===== config.mk =====
export PLATFORM = sky130hd
export DESIGN_NAME = srp_cell
export DESIGN_NICKNAME = d
export VERILOG_FILES = /design/src/hdl/srp_pkg.sv /design/src/hdl/srp_cell.sv
export SDC_FILE = /design/constraint.sdc
export NUM_CORES = 1
export LEC_CHECK = 0
export ABC_CLOCK_PERIOD_IN_PS = 8850
export BUFFER_PORTS_ARGS = -buffer_cell sky130_fd_sc_hd__buf_4
export CAP_MARGIN = 20
export CORE_AREA = 2 2 150 152
export DETAILED_ROUTE_END_ITERATION = 6
export DIE_AREA = 0 0 152 154
export GPL_ROUTABILITY_DRIVEN = 0
export MAX_ROUTING_LAYER = met4
export PLACE_DENSITY = 0.81
export REMOVE_ABC_BUFFERS = 1
export SETUP_SLACK_MARGIN = 0.3
export SYNTH_ARGS = -nofsm -noshare
export SYNTH_HDL_FRONTEND = slang
export SYNTH_SLANG_ARGS = --single-unit

===== constraint.sdc =====
create_clock -name clk -period 8.85 [get_ports clk]
set_input_delay 0.4425 -clock clk [delete_from_list [all_inputs] [get_ports clk]]
set_output_delay 0.4425 -clock clk [all_outputs]
set_load 0.005 [all_outputs]

===== src/hdl/srp_pkg.sv =====
`default_nettype none
// ----------------------------------------------------------------------------
// srp_pkg
// Types and constants shared by the skyline packer cells and the top level.
// ----------------------------------------------------------------------------
package srp_pkg;

  localparam logic [12:0] MAX_SIDE   = 13'd4096;
  localparam logic [12:0] SIDE_MIN   = 13'd3;
  localparam logic [12:0] SIDE_RESET = 13'd512;
  localparam logic [24:0] AREA_MAX   = 25'h1FFFFFF;

  localparam logic [1:0] ST_PLACED = 2'd0;
  localparam logic [1:0] ST_NOROOM = 2'd1;
  localparam logic [1:0] ST_FULL   = 2'd2;

  localparam logic [1:0] REG_ATLAS_WIDTH  = 2'd0;
  localparam logic [1:0] REG_ATLAS_HEIGHT = 2'd1;

  typedef enum logic [2:0] {
    OP_HOLD,
    OP_INIT,
    OP_ROT,
    OP_ACC,
    OP_INSERT,
    OP_ERASE,
    OP_CUT
  } op_t;

  typedef struct packed {
    logic [11:0] x;
    logic [11:0] top;
    logic [11:0] width;
  } seg_t;

  typedef struct packed {
    logic               act;
    logic               ok;
    logic [11:0]        y;
    logic signed [13:0] left;
    logic [11:0]        bw;
    logic [11:0]        bx;
  } acc_t;

  typedef struct packed {
    op_t         op;
    logic        absorb;
    logic [12:0] rw;
    logic [12:0] rh;
    logic [11:0] aw_m1;
    logic [11:0] ah_m1;
    logic [11:0] edge_x;
    seg_t        nseg;
  } cmd_t;

  typedef struct packed {
    logic er;
    logic tr;
    logic ma;
    logic mb;
  } flag_t;

  function automatic logic [12:0] clamp_side(input logic [12:0] v);
    logic [12:0] r;
    r = v;
    if (v < SIDE_MIN) r = SIDE_MIN;
    else if (v > MAX_SIDE) r = MAX_SIDE;
    return r;
  endfunction

endpackage
`default_nettype wire


===== src/hdl/srp_cell.sv =====
`default_nettype none
// ----------------------------------------------------------------------------
// srp_cell
// One skyline segment slot with its candidate fit accumulator.
// ----------------------------------------------------------------------------
module srp_cell #(
  parameter int N   = 256,
  parameter int IDX = 0
) (
  input  wire logic                  clk,
  input  wire srp_pkg::cmd_t         cmd,
  input  wire logic [$clog2(N)-1:0]  k,
  input  wire logic [$clog2(N)-1:0]  best,
  input  wire logic [$clog2(N)-1:0]  e,
  input  wire logic [$clog2(N+1)-1:0] count,
  input  wire srp_pkg::seg_t         prev_seg,
  input  wire srp_pkg::seg_t         next_seg,
  input  wire srp_pkg::acc_t         next_acc,
  output srp_pkg::seg_t              seg,
  output srp_pkg::acc_t              acc,
  output srp_pkg::flag_t             flg
);
  import srp_pkg::*;

  localparam int IW = $clog2(N);
  localparam int XW = IW + 1;
  localparam logic [XW-1:0] MY_I = XW'(IDX);

  seg_t seg_next;
  acc_t acc_next;
  logic [XW-1:0] cnt;
  logic [XW-1:0] pos;
  logic [XW-1:0] best1;
  logic [13:0] xr;
  logic [13:0] yh;
  logic [11:0] ymax;
  logic [12:0] seg_end;
  logic signed [13:0] lnew;

  assign cnt   = XW'(count);
  assign pos   = MY_I + XW'(k);
  assign best1 = XW'(best) + XW'(1);
  assign seg_end = {1'b0, seg.x} + {1'b0, seg.width};

  always_comb begin
    flg.er = 1'b0;
    flg.tr = 1'b0;
    if (MY_I == best1 && MY_I < cnt && seg.x < cmd.edge_x) begin
      if (seg_end <= {1'b0, cmd.edge_x}) flg.er = 1'b1;
      else flg.tr = 1'b1;
    end
    flg.ma = (MY_I == XW'(best)) && (MY_I + XW'(1) < cnt) && (seg.top == next_seg.top);
    flg.mb = (MY_I + XW'(1) == XW'(best)) && (seg.top == next_seg.top);
  end

  always_comb begin
    seg_next = seg;
    acc_next = acc;
    xr   = {2'b0, seg.x} + {1'b0, cmd.rw};
    ymax = (seg.top > acc.y) ? seg.top : acc.y;
    yh   = 14'd0;
    lnew = 14'sd0;
    case (cmd.op)
      OP_INIT: begin
        if (IDX == 0) seg_next = cmd.nseg;
      end
      OP_ROT: begin
        seg_next = next_seg;
        if (k == '0) begin
          acc_next.act = 1'b0;
          acc_next.ok  = 1'b0;
          acc_next.bw  = seg.width;
          acc_next.bx  = seg.x;
          acc_next.y   = seg.top;
          yh   = {2'b0, seg.top} + {1'b0, cmd.rh};
          lnew = $signed({1'b0, cmd.rw}) - $signed({2'b0, seg.width});
          acc_next.left = lnew;
          if (MY_I < cnt && xr <= {2'b0, cmd.aw_m1} && yh <= {2'b0, cmd.ah_m1}) begin
            if (lnew <= 14'sd0) acc_next.ok = 1'b1;
            else acc_next.act = 1'b1;
          end
        end else if (acc.act) begin
          yh   = {2'b0, ymax} + {1'b0, cmd.rh};
          lnew = acc.left - $signed({2'b0, seg.width});
          if (pos >= cnt || yh > {2'b0, cmd.ah_m1}) begin
            acc_next.act = 1'b0;
          end else begin
            acc_next.y    = ymax;
            acc_next.left = lnew;
            if (lnew <= 14'sd0) begin
              acc_next.act = 1'b0;
              acc_next.ok  = 1'b1;
            end
          end
        end
      end
      OP_ACC: begin
        acc_next = next_acc;
      end
      OP_INSERT: begin
        if (MY_I == XW'(best)) seg_next = cmd.nseg;
        else if (MY_I > XW'(best)) seg_next = prev_seg;
      end
      OP_ERASE: begin
        if (MY_I >= XW'(e)) seg_next = next_seg;
        else if (cmd.absorb && MY_I + XW'(1) == XW'(e))
          seg_next.width = seg.width + next_seg.width;
      end
      OP_CUT: begin
        if (flg.tr) begin
          seg_next.x     = cmd.edge_x;
          seg_next.width = 12'(seg_end - {1'b0, cmd.edge_x});
        end
      end
      default: begin
        seg_next = seg;
      end
    endcase
  end

  always_ff @(posedge clk) begin
    seg <= seg_next;
    acc <= acc_next;
  end

endmodule
`default_nettype wire


# After elaboration in Yosys (flattened, before gate mapping)
# Cells that the tools add are included.
# classes
addsub	9
n_lt_le_gt_ge	12
n_eq_ne	17
muxes	23
reduce_logical	21
# ops
cell	n
one-hot mux 12 bit (5 select lines)	2
one-hot mux 52 bit (2 select lines)	1
two-way mux 12 bit	5
two-way mux 28 bit	2
two-way mux 24 bit	2
one-hot mux 12 bit (4 select lines)	1
adder 12 x 13 -> 14 bit	3
two-way mux 36 bit	1
<= comparator 14 x 1 -> 1 bit (second input constant)	2
<= comparator 14 x 12 -> 1 bit	2
two-way mux 27 bit	1
< comparator 1 x 9 -> 1 bit (first input constant)	2
equality test 1 x 8 -> 1 bit (first input constant)	2
zero test 8 bit	2
> comparator 14 x 12 -> 1 bit	1
subtractor 13 x 12 -> 14 bit	1
subtractor 14 x 13 -> 14 bit	1
adder 12 x 12 -> 13 bit	1
<= comparator 13 x 12 -> 1 bit	1
adder 12 bit	1
equality test 12 bit	1
> comparator 12 bit	1
< comparator 12 bit	1
!= test 3 bit (second input constant)	4
other kinds (19)	41
# totals
register_bits	88
inputBits	260
out_inout_bits	92
wordCells	91

# Logic depth before layout (Yosys ltp)
# Gate-level depths: netlist of run 1.
# depth
word_depth	9
ltp_mapped	26
mapped_depth_nobuf	25

# Worst setup path after synthesis of run 1
# Ideal clock, no wire load.
# synth_path
path_kind	register to register
from	register seg[17] in the netlist's numbering
to	register acc[24] in the netlist's numbering, enable pin
arrival_time_ps	5857
required_ps	8432
path_slack_ps	2575
stages_incl_launch_ff	25
path_buffers	1
synth_period_minus_slack_ps	6275
cell_sequence	edfxtp_1 > ha_1 > a21o_1 > a21o_1 > a21oi_1 > or2_2 > a31oi_1 > buf_2 > mux2_2 > ha_1 > inv_1 > fa_1 > nor2b_1 > o31ai_2 > a21oi_1 > a21oi_1 > xnor2_1 > ha_1 > o21ai_0 > o21bai_1 > a21o_1 > a221oi_1 > o221a_2 > o21ai_0 > a21oi_1
# synth_via
elab_chain_len	7
# synth_lines
item	line	rtl
start: declaration	srp_cell.sv:19	output srp_pkg::seg_t seg,
start signal: assignment	srp_cell.sv:122	seg <= seg_next;
> comparator 12 bit	srp_cell.sv:60	ymax = (seg.top > acc.y) ? seg.top : acc.y;
two-way mux 12 bit (*)	srp_cell.sv:60	
adder 12 x 13 -> 14 bit (*)	srp_cell.sv:83	yh = {2'b0, ymax} + {1'b0, cmd.rh};
> comparator 14 x 12 -> 1 bit (*)	srp_cell.sv:85	if (pos >= cnt || yh > {2'b0, cmd.ah_m1}) begin
logical OR 1 bit (*)	srp_cell.sv:85	
!= test 3 bit (no source line) (*)	-	
AND reduction 3 bit (no source line) (*)	-	
end signal: assignment	srp_cell.sv:123	acc <= acc_next;
end: declaration	srp_cell.sv:20	output srp_pkg::acc_t acc,
# Every way passes the cells marked *; elsewhere a longest branch is shown, timed or not.
# A chain may end at the register's enable or synchronous reset.

# Worst setup path in the final report of run 1
# layout_path
from	register seg[17] in the netlist's numbering
to	register acc[35] in the netlist's numbering, enable pin
# The elaborated chain is that of the path after synthesis.

==> PnR_summary.wiki, run 1 <==
{| class="wikitable"
! Metric !! Value
|-
| Clock buffers created by TritonCTS || 9
|-
| Ratio of cells with drive above 1 in the final layout || 0.267
|-
| Reg2reg setup slack || 2.56 ns
|-
| Arrival time reported for the critical path endpoint || 6.33 ns
|-
| Maximum resistive drop on vdd || 0.0000986 V
|-
| Area contributors post-synth || sky130_fd_sc_hd__edfxtp_1 (25%), sky130_fd_sc_hd__ha_1 (18%), sky130_fd_sc_hd__mux2_2 (5.2%)
|-
| Number of vias per cell || 5.98
|-
| Worst path top cell family by delay || compound AO/OA/AOI/OAI gates
|-
| Worst-Margin Slew || 0.911 ns
|-
| Slowest stage delay, CP || 0.59 ns
|-
| Cell area after layout || 13700 µm²
|-
| Metal-1 WL || 13.3 mm
|-
| Comb pwr share || 0.528
|-
| Dominant cell type by area after synthesis || sky130_fd_sc_hd__edfxtp_1
|-
| Area of the die || 23400 µm²
|-
| Final global-route overflow total || 0
|-
| RSZ-0062 raised after global routing || no
|-
| Largest net degree at the start of global routing || 76
|-
| Post-CTS Setup Bufs || 0
|-
| Max-cap check violation count || 0
|-
| Crit Path Class || reg -> reg
|-
| # setup viols final || 0
|-
| Cells on Worst Hold Path || 2
|-
| Internal power summed over all cells || 0.00120 W
|-
| Required time of the critical path || 8.90 ns
|-
| Final slew viol count || 0
|-
| Maximum net fanout on the critical path || 17
|-
| Layout Utilization || 0.630
|-
| Clock sinks || 88
|-
| Worst Hold Endpoint || acc[29]$_DFFE_PP_
|-
| DP HPWL || 28.1 mm
|-
| FILL cells || 1848
|-
| Cell count after synthesis || 1229
|-
| Instance area after placement || 13400 µm²
|-
| Buf+Inv Stages, Crit Path || 3
|-
| Power per cell area || 146 nW/µm²
|-
| Async set-reset flop share out of synthesis || 0
|-
| Initial antenna violation count || 0
|-
| Final critical-path setup slack || 2.56 ns
|-
| IO Pins || 352
|-
| Die Y-Extent || 154 µm
|-
| Starting utilization of the core area || 0.496
|-
| Total number of yosys warnings || 0
|-
| Switching share of total power || 0.398
|-
| Class of the most critical hold timing path || in -> reg
|-
| Wire length on met3 || 2.62 mm
|-
| Placeable core region || 21700 µm²
|-
| Worst reg2reg endpoint || acc[35]$_DFFE_PP_
|-
| Crit path capture type || flop
|-
| Flip-flop cell with the highest count after synthesis || sky130_fd_sc_hd__edfxtp_1
|-
| CTS tree || done
|-
| FF/Latch Area || 2640 µm²
|-
| Sort of element at the start of the critical path || flop
|-
| Worst Reg2Reg Path Length in Cells || 25
|-
| Vias in the first global route || 10600
|-
| ANT cells || 0
|-
| Setup Total Neg Slack || 0 ns
|-
| EDFF count, synth || 88
|-
| Post-synth design cell area || 10700 µm²
|-
| Max-slew headroom at the worst pin || 0.393
|-
| Relative area change from synthesis to final layout || 27.1%
|-
| Final min period || 6.29 ns
|-
| Hold wc startpoint || next_acc[29]
|-
| ANT nets after route || 0
|-
| Count of unique library cells instantiated by Yosys || 77
|-
| Wire per inst || 19.2 µm
|-
| Most common cell after layout, fill and taps aside || sky130_fd_sc_hd__buf_4
|-
| Part of the total power dissipated in the clock network || 0.198
|-
| Clock-pin slew of the registers on the worst-case setup and hold paths || 0.08 ns
|-
| # rows || 54
|-
| Hold_buf cts || 0
|-
| Slowest-stage cell, CP || sky130_fd_sc_hd__a21oi_2
|-
| Detailed-route DRC error count || 0
|-
| Number of DRC markers in iteration 0 || 702
|-
| Synth Register Bits || 88
|-
| Post-detailed-routing wire length || 34.7 mm
|-
| Routed wire length on met2 || 17.7 mm
|-
| Root Driver || sky130_fd_sc_hd__clkbuf_16
|-
| Insertion delay of the later-clocked pin in the worst-skew pair || 0.37 ns
|-
| Outcome || complete, no violations
|-
| F_max || 159 MHz
|-
| Aggregate global-route resource usage || 0.291
|-
| DR top layer || met4
|-
| Total net switching power || 0.000793 W
|-
| Routed vias || 10800
|-
| Number of detailed-route iterations in the first pass || 5
|-
| Fraction of the yosys area taken by sequential cells || 0.246
|-
| Reg2reg start || seg[17]$_DFFE_PP_
|-
| Sequential Power Share || 0.274
|-
| DIE WIDTH || 152 µm
|-
| Fraction of the cycle the final worst path needs || 0.710
|-
| Leakage component of the power || 6.23 nW
|-
| Pre-CTS setup slack || 2.69 ns
|-
| Hold_ws || 0.363 ns
|-
| Final hold violation count || 0
|-
| Largest clock skew in the final design || 0.0131 ns
|-
| Synth top area share || 0.246
|-
| Count of buffers from port buffering || 313
|-
| Commonest cells after routing, fill and taps aside || sky130_fd_sc_hd__buf_4 (321), sky130_fd_sc_hd__ha_1 (151), sky130_fd_sc_hd__inv_1 (113)
|-
| Wire length of the first global-routing pass || 53.2 mm
|-
| Mean Syn Cell Area || 8.74 µm²
|-
| Maximum buffer depth of the clock tree || 2
|-
| Layout net count || 1944
|-
| Number of instances resized during post-cts repair || 0
|-
| Total number of H-tree levels || 3
|-
| Footprint of the multi-input gates || 7540 µm²
|}
[worst reg2reg max path: stages, from the launching register on]
cell and delay (ns):
sky130_fd_sc_hd__edfxtp_1 0.52, sky130_fd_sc_hd__ha_1 0.37, sky130_fd_sc_hd__a21o_1 0.11, sky130_fd_sc_hd__a21o_1 0.11
sky130_fd_sc_hd__a21oi_1 0.05, sky130_fd_sc_hd__or2_2 0.27, sky130_fd_sc_hd__a31oi_1 0.16, sky130_fd_sc_hd__buf_4 0.23
sky130_fd_sc_hd__mux2_2 0.40, sky130_fd_sc_hd__ha_1 0.21, sky130_fd_sc_hd__inv_1 0.07, sky130_fd_sc_hd__fa_1 0.20
sky130_fd_sc_hd__nor2b_1 0.07, sky130_fd_sc_hd__o31ai_2 0.33, sky130_fd_sc_hd__a21oi_1 0.13, sky130_fd_sc_hd__a21oi_1 0.19
sky130_fd_sc_hd__xnor2_1 0.14, sky130_fd_sc_hd__ha_1 0.26, sky130_fd_sc_hd__o21ai_0 0.17, sky130_fd_sc_hd__o21bai_1 0.08
sky130_fd_sc_hd__a21o_1 0.18, sky130_fd_sc_hd__a221oi_1 0.28, sky130_fd_sc_hd__o221a_2 0.25, sky130_fd_sc_hd__o21ai_0 0.19
sky130_fd_sc_hd__a21oi_2 0.59, sky130_fd_sc_hd__buf_4 0.40
[sequential cells by signal, summed over array words and instances (netlist names)]
signal  count
seg        36
acc        52
[layout make-up]
| type | count | area share |
|---|---|---|
| clock inverter | 7 | 0.00476 |
| timing repair buffer | 321 | 0.176 |
| multi-input combinational | 992 | 0.552 |
| clock buffer | 9 | 0.0165 |
| inverter | 113 | 0.0310 |
| sequential | 88 | 0.193 |
| tap | 280 | 0.0256 |
[power groups by stage]
stage / combinational [W] / clock, W / sequential (W)
2_1_floorplan: 0.000717 / 0 / 0.000539
3_3_place_gp: 0.000996 / 0 / 0.000554
3_5_place_dp: 0.00103 / 0 / 0.000554
4_1_cts: 0.00104 / 0.000398 / 0.000545
5_1_grt: 0.00116 / 0.000411 / 0.000549
6_report: 0.00105 / 0.000396 / 0.000546
[synth_stat cells, types with 4 or more instances]
cell / n
sky130_fd_sc_hd__o31ai_1: 8
sky130_fd_sc_hd__o211ai_1: 16
sky130_fd_sc_hd__mux2_2: 50
sky130_fd_sc_hd__nor3b_1: 5
sky130_fd_sc_hd__or3_1: 7
sky130_fd_sc_hd__inv_1: 113
sky130_fd_sc_hd__clkbuf_1: 31
sky130_fd_sc_hd__o21a_1: 30
sky130_fd_sc_hd__nand3_1: 22
sky130_fd_sc_hd__nand2_1: 50
sky130_fd_sc_hd__nor4_1: 15
sky130_fd_sc_hd__nand4_1: 16
sky130_fd_sc_hd__nor2_1: 90
sky130_fd_sc_hd__or2_2: 5
sky130_fd_sc_hd__and3_1: 4
sky130_fd_sc_hd__o21bai_1: 13
sky130_fd_sc_hd__a21o_1: 22
sky130_fd_sc_hd__a31oi_1: 23
sky130_fd_sc_hd__a21oi_1: 103
sky130_fd_sc_hd__ha_1: 151
sky130_fd_sc_hd__o2111ai_1: 4
sky130_fd_sc_hd__nor2b_1: 35
sky130_fd_sc_hd__o21ai_1: 4
sky130_fd_sc_hd__o21ai_0: 62
sky130_fd_sc_hd__xnor2_1: 46
sky130_fd_sc_hd__a21boi_0: 6
sky130_fd_sc_hd__o41ai_1: 4
sky130_fd_sc_hd__edfxtp_1: 88
sky130_fd_sc_hd__and2_1: 7
sky130_fd_sc_hd__fa_1: 8
sky130_fd_sc_hd__nand2b_1: 4
sky130_fd_sc_hd__nor3_1: 35
sky130_fd_sc_hd__mux2i_1: 21
sky130_fd_sc_hd__a211oi_1: 13
sky130_fd_sc_hd__a22oi_1: 20
sky130_fd_sc_hd__xor2_1: 29
[kinds of logic after synthesis]
| logic type | after synthesis | share of synthesized area |
|---|---|---|
| xor gates and xnor gates | 76 | 0.0626 |
| and+or+nand+nor | 311 | 0.146 |
| DFF | 88 | 0.246 |
| buffers and inverters | 150 | 0.0532 |
| other | 1 | 0.000349 |
| adders and majority gates | 159 | 0.191 |
| muxes | 71 | 0.0720 |
| AOI/OAI and AO/OA | 373 | 0.229 |
[worst max path at each step]
stage / startpoint / to / slack, ns / cells after the start
after floorplan: seg[17]$_DFFE_PP_ / acc[24]$_DFFE_PP_ / 2.31 / 23
after global placement: seg[17]$_DFFE_PP_ / acc[38]$_DFFE_PP_ / 2.85 / 25
after detailed placement: seg[17]$_DFFE_PP_ / acc[41]$_DFFE_PP_ / 2.69 / 25
after CTS: seg[17]$_DFFE_PP_ / acc[41]$_DFFE_PP_ / 2.62 / 25
after global routing: seg[22]$_DFFE_PP_ / acc[33]$_DFFE_PP_ / 2.26 / 23
final: seg[17]$_DFFE_PP_ / acc[35]$_DFFE_PP_ / 2.56 / 25
[routing by layer]
layer  vias up  track usage
met5         -            -
met4         0       0.0970
met3        69       0.0507
met2       479        0.522
met1      5106        0.328
li1       5168            -
[stage by stage]
stage / instances / power (W)
3_5_place_dp: 1793 / 0.00159
3_3_place_gp: 1793 / 0.00155
5_1_grt: 1810 / 0.00212
4_1_cts: 1809 / 0.00198
6_report: 1810 / 0.00199
2_1_floorplan: 1193 / 0.00126
Note: power is estimated with default switching activity, not from simulation.
==> inputs of run 2 (changes only) <==
Settings changed: ABC_CLOCK_PERIOD_IN_PS 8850 to 6100.
Clock period 8.85 ns to 6.1 ns, I/O delays scaled along.
==> PnR_summary.wiki, run 2 (synthesis results as in run 1) <==
{| class="wikitable"
! Metric !! Value
|-
| Crit Path Class || reg -> reg
|-
| Total number of H-tree levels || 3
|-
| Leakage component of the power || 6.32 nW
|-
| Count of buffers from port buffering || 313
|-
| Power per cell area || 211 nW/µm²
|-
| Vias in the first global route || 11000
|-
| Layout net count || 1962
|-
| Initial antenna violation count || 1
|-
| ANT nets after route || 0
|-
| Class of the most critical hold timing path || in -> reg
|-
| Largest clock skew in the final design || 0.0181 ns
|-
| # rows || 54
|-
| Total net switching power || 0.00115 W
|-
| Most common cell after layout, fill and taps aside || sky130_fd_sc_hd__buf_4
|-
| Wire per inst || 19.3 µm
|-
| # setup viols final || 0
|-
| Switching share of total power || 0.396
|-
| Number of detailed-route iterations in the first pass || 5
|-
| Maximum buffer depth of the clock tree || 2
|-
| Final min period || 5.53 ns
|-
| Maximum resistive drop on vdd || 0.000148 V
|-
| Comb pwr share || 0.534
|-
| Fraction of the cycle the final worst path needs || 0.906
|-
| Clock buffers created by TritonCTS || 9
|-
| Post-detailed-routing wire length || 35.3 mm
|-
| Part of the total power dissipated in the clock network || 0.195
|-
| Root Driver || sky130_fd_sc_hd__clkbuf_16
|-
| DP HPWL || 28.6 mm
|-
| Largest net degree at the start of global routing || 76
|-
| Overall power after layout || 0.00291 W
|-
| Worst-Margin Slew || 0.923 ns
|-
| Hold_ws || 0.231 ns
|-
| CTS tree || done
|-
| IO Pins || 352
|-
| DIE WIDTH || 152 µm
|-
| Final critical-path setup slack || 0.571 ns
|-
| Starting utilization of the core area || 0.496
|-
| Crit path capture type || flop
|-
| Final hold violation count || 0
|-
| Wire length of the first global-routing pass || 54.1 mm
|-
| Final slew viol count || 0
|-
| Die Y-Extent || 154 µm
|-
| Total instance count after detailed placement || 1798
|-
| Area of the die || 23400 µm²
|-
| Biggest regs || acc (52), seg (36)
|-
| Final global-route overflow total || 0
|-
| Insertion delay of the later-clocked pin in the worst-skew pair || 0.37 ns
|-
| Clock-pin slew of the registers on the worst-case setup and hold paths || 0.08 ns
|-
| Register ranked first by flip-flop count || acc
|-
| Maximum net fanout on the critical path || 12
|-
| Flip-flop count of the largest register after layout || 52
|-
| Outcome || complete, no violations
|-
| Pre-CTS setup slack || 0.448 ns
|-
| Max-slew headroom at the worst pin || 0.385
|-
| RSZ-0062 raised after global routing || no
|-
| Placeable core region || 21700 µm²
|-
| Clock sinks || 88
|-
| Routed vias || 10900
|-
| Ratio of cells with drive above 1 in the final layout || 0.276
|-
| Post-layout instance count excluding filler cells || 1829
|-
| Arrival time reported for the critical path endpoint || 5.60 ns
|-
| Max-cap check violation count || 0
|-
| Setup Total Neg Slack || 0 ns
|-
| F_max || 181 MHz
|-
| Required time of the critical path || 6.17 ns
|-
| Sequential Power Share || 0.271
|-
| Commonest cells after routing, fill and taps aside || sky130_fd_sc_hd__buf_4 (336), sky130_fd_sc_hd__ha_1 (151), sky130_fd_sc_hd__inv_1 (113)
|-
| Number of DRC markers in iteration 0 || 760
|-
| Aggregate global-route resource usage || 0.295
|-
| Internal power summed over all cells || 0.00176 W
|-
| Sort of element at the start of the critical path || flop
|-
| Relative area change from synthesis to final layout || 28.5%
|-
| Number of vias per cell || 5.94
|-
| Detailed-route DRC error count || 0
|}
[run 2: worst max-delay path: stages, from the launching register on]
cell and delay [ns]:
sky130_fd_sc_hd__edfxtp_1 0.49, sky130_fd_sc_hd__ha_1 0.37, sky130_fd_sc_hd__nand4_1 0.15, sky130_fd_sc_hd__or2_2 0.32, sky130_fd_sc_hd__a31oi_1 0.17, sky130_fd_sc_hd__buf_4 0.18, sky130_fd_sc_hd__mux2_2 0.35, sky130_fd_sc_hd__ha_1 0.20
sky130_fd_sc_hd__inv_1 0.07, sky130_fd_sc_hd__fa_1 0.20, sky130_fd_sc_hd__nor2b_1 0.08, sky130_fd_sc_hd__o31ai_2 0.36, sky130_fd_sc_hd__a21oi_1 0.12, sky130_fd_sc_hd__a21oi_1 0.19, sky130_fd_sc_hd__xnor2_1 0.15, sky130_fd_sc_hd__ha_1 0.26
sky130_fd_sc_hd__o21ai_0 0.16, sky130_fd_sc_hd__o21bai_1 0.08, sky130_fd_sc_hd__a21o_1 0.18, sky130_fd_sc_hd__a221oi_1 0.29, sky130_fd_sc_hd__o221a_2 0.24, sky130_fd_sc_hd__o21ai_1 0.13, sky130_fd_sc_hd__a21oi_2 0.19, sky130_fd_sc_hd__buf_4 0.15
sky130_fd_sc_hd__buf_6 0.16
[run 2: per-stage QoR]
step           cell area (µm²)  utilization
2_1_floorplan            10600            -
3_3_place_gp             13400        0.618
3_5_place_dp             13400        0.618
4_1_cts                  13700        0.631
5_1_grt                  13800        0.637
6_report                 13800        0.637
[run 2: power by group through the flow]
stage | Sequential [W] | Combinational (W) | Clock (W)
detailed placement | 0.000803 | 0.00150 | 0
global placement | 0.000803 | 0.00145 | 0
CTS | 0.000790 | 0.00152 | 0.000570
floorplan | 0.000782 | 0.00104 | 0
global route | 0.000792 | 0.00172 | 0.000594
finish | 0.000788 | 0.00155 | 0.000567
[run 2: final cells by class]
cell class	instances	area, µm²
tap	280	350
clock inverter	7	65.1
multi-input combinational	992	7550
sequential	88	2640
antenna	1	2.50
clock buffer	9	225
inverter	113	424
fill	1816	7880
timing repair buffer	339	2550
[run 2: path summary, 6_finish.rpt]
path | from | cells past startpoint | end | slack, ns
setup / recovery | seg[23]$_DFFE_PP_ | 24 | acc[38]$_DFFE_PP_ | 0.57
hold / removal | next_acc[36] | 2 | acc[36]$_DFFE_PP_ | 0.23
setup reg to reg | seg[23]$_DFFE_PP_ | 24 | acc[38]$_DFFE_PP_ | 0.57
hold reg to reg | seg[24]$_DFFE_PP_ | 1 | acc[0]$_DFFE_PP_ | 0.73
[run 2: timing repair]
action,CTS,global route
hold buffers,0,0
setup buffers,0,13
gates resized for setup,0,4
endpoints found under the setup margin,0,28
[run 2: per-layer routing]
| layer | GRT usage | wire length, µm |
|---|---|---|
| met5 | - | 0 |
| met4 | 0.101 | 1060 |
| met3 | 0.0459 | 2470 |
| met2 | 0.539 | 18300 |
| met1 | 0.327 | 13400 |
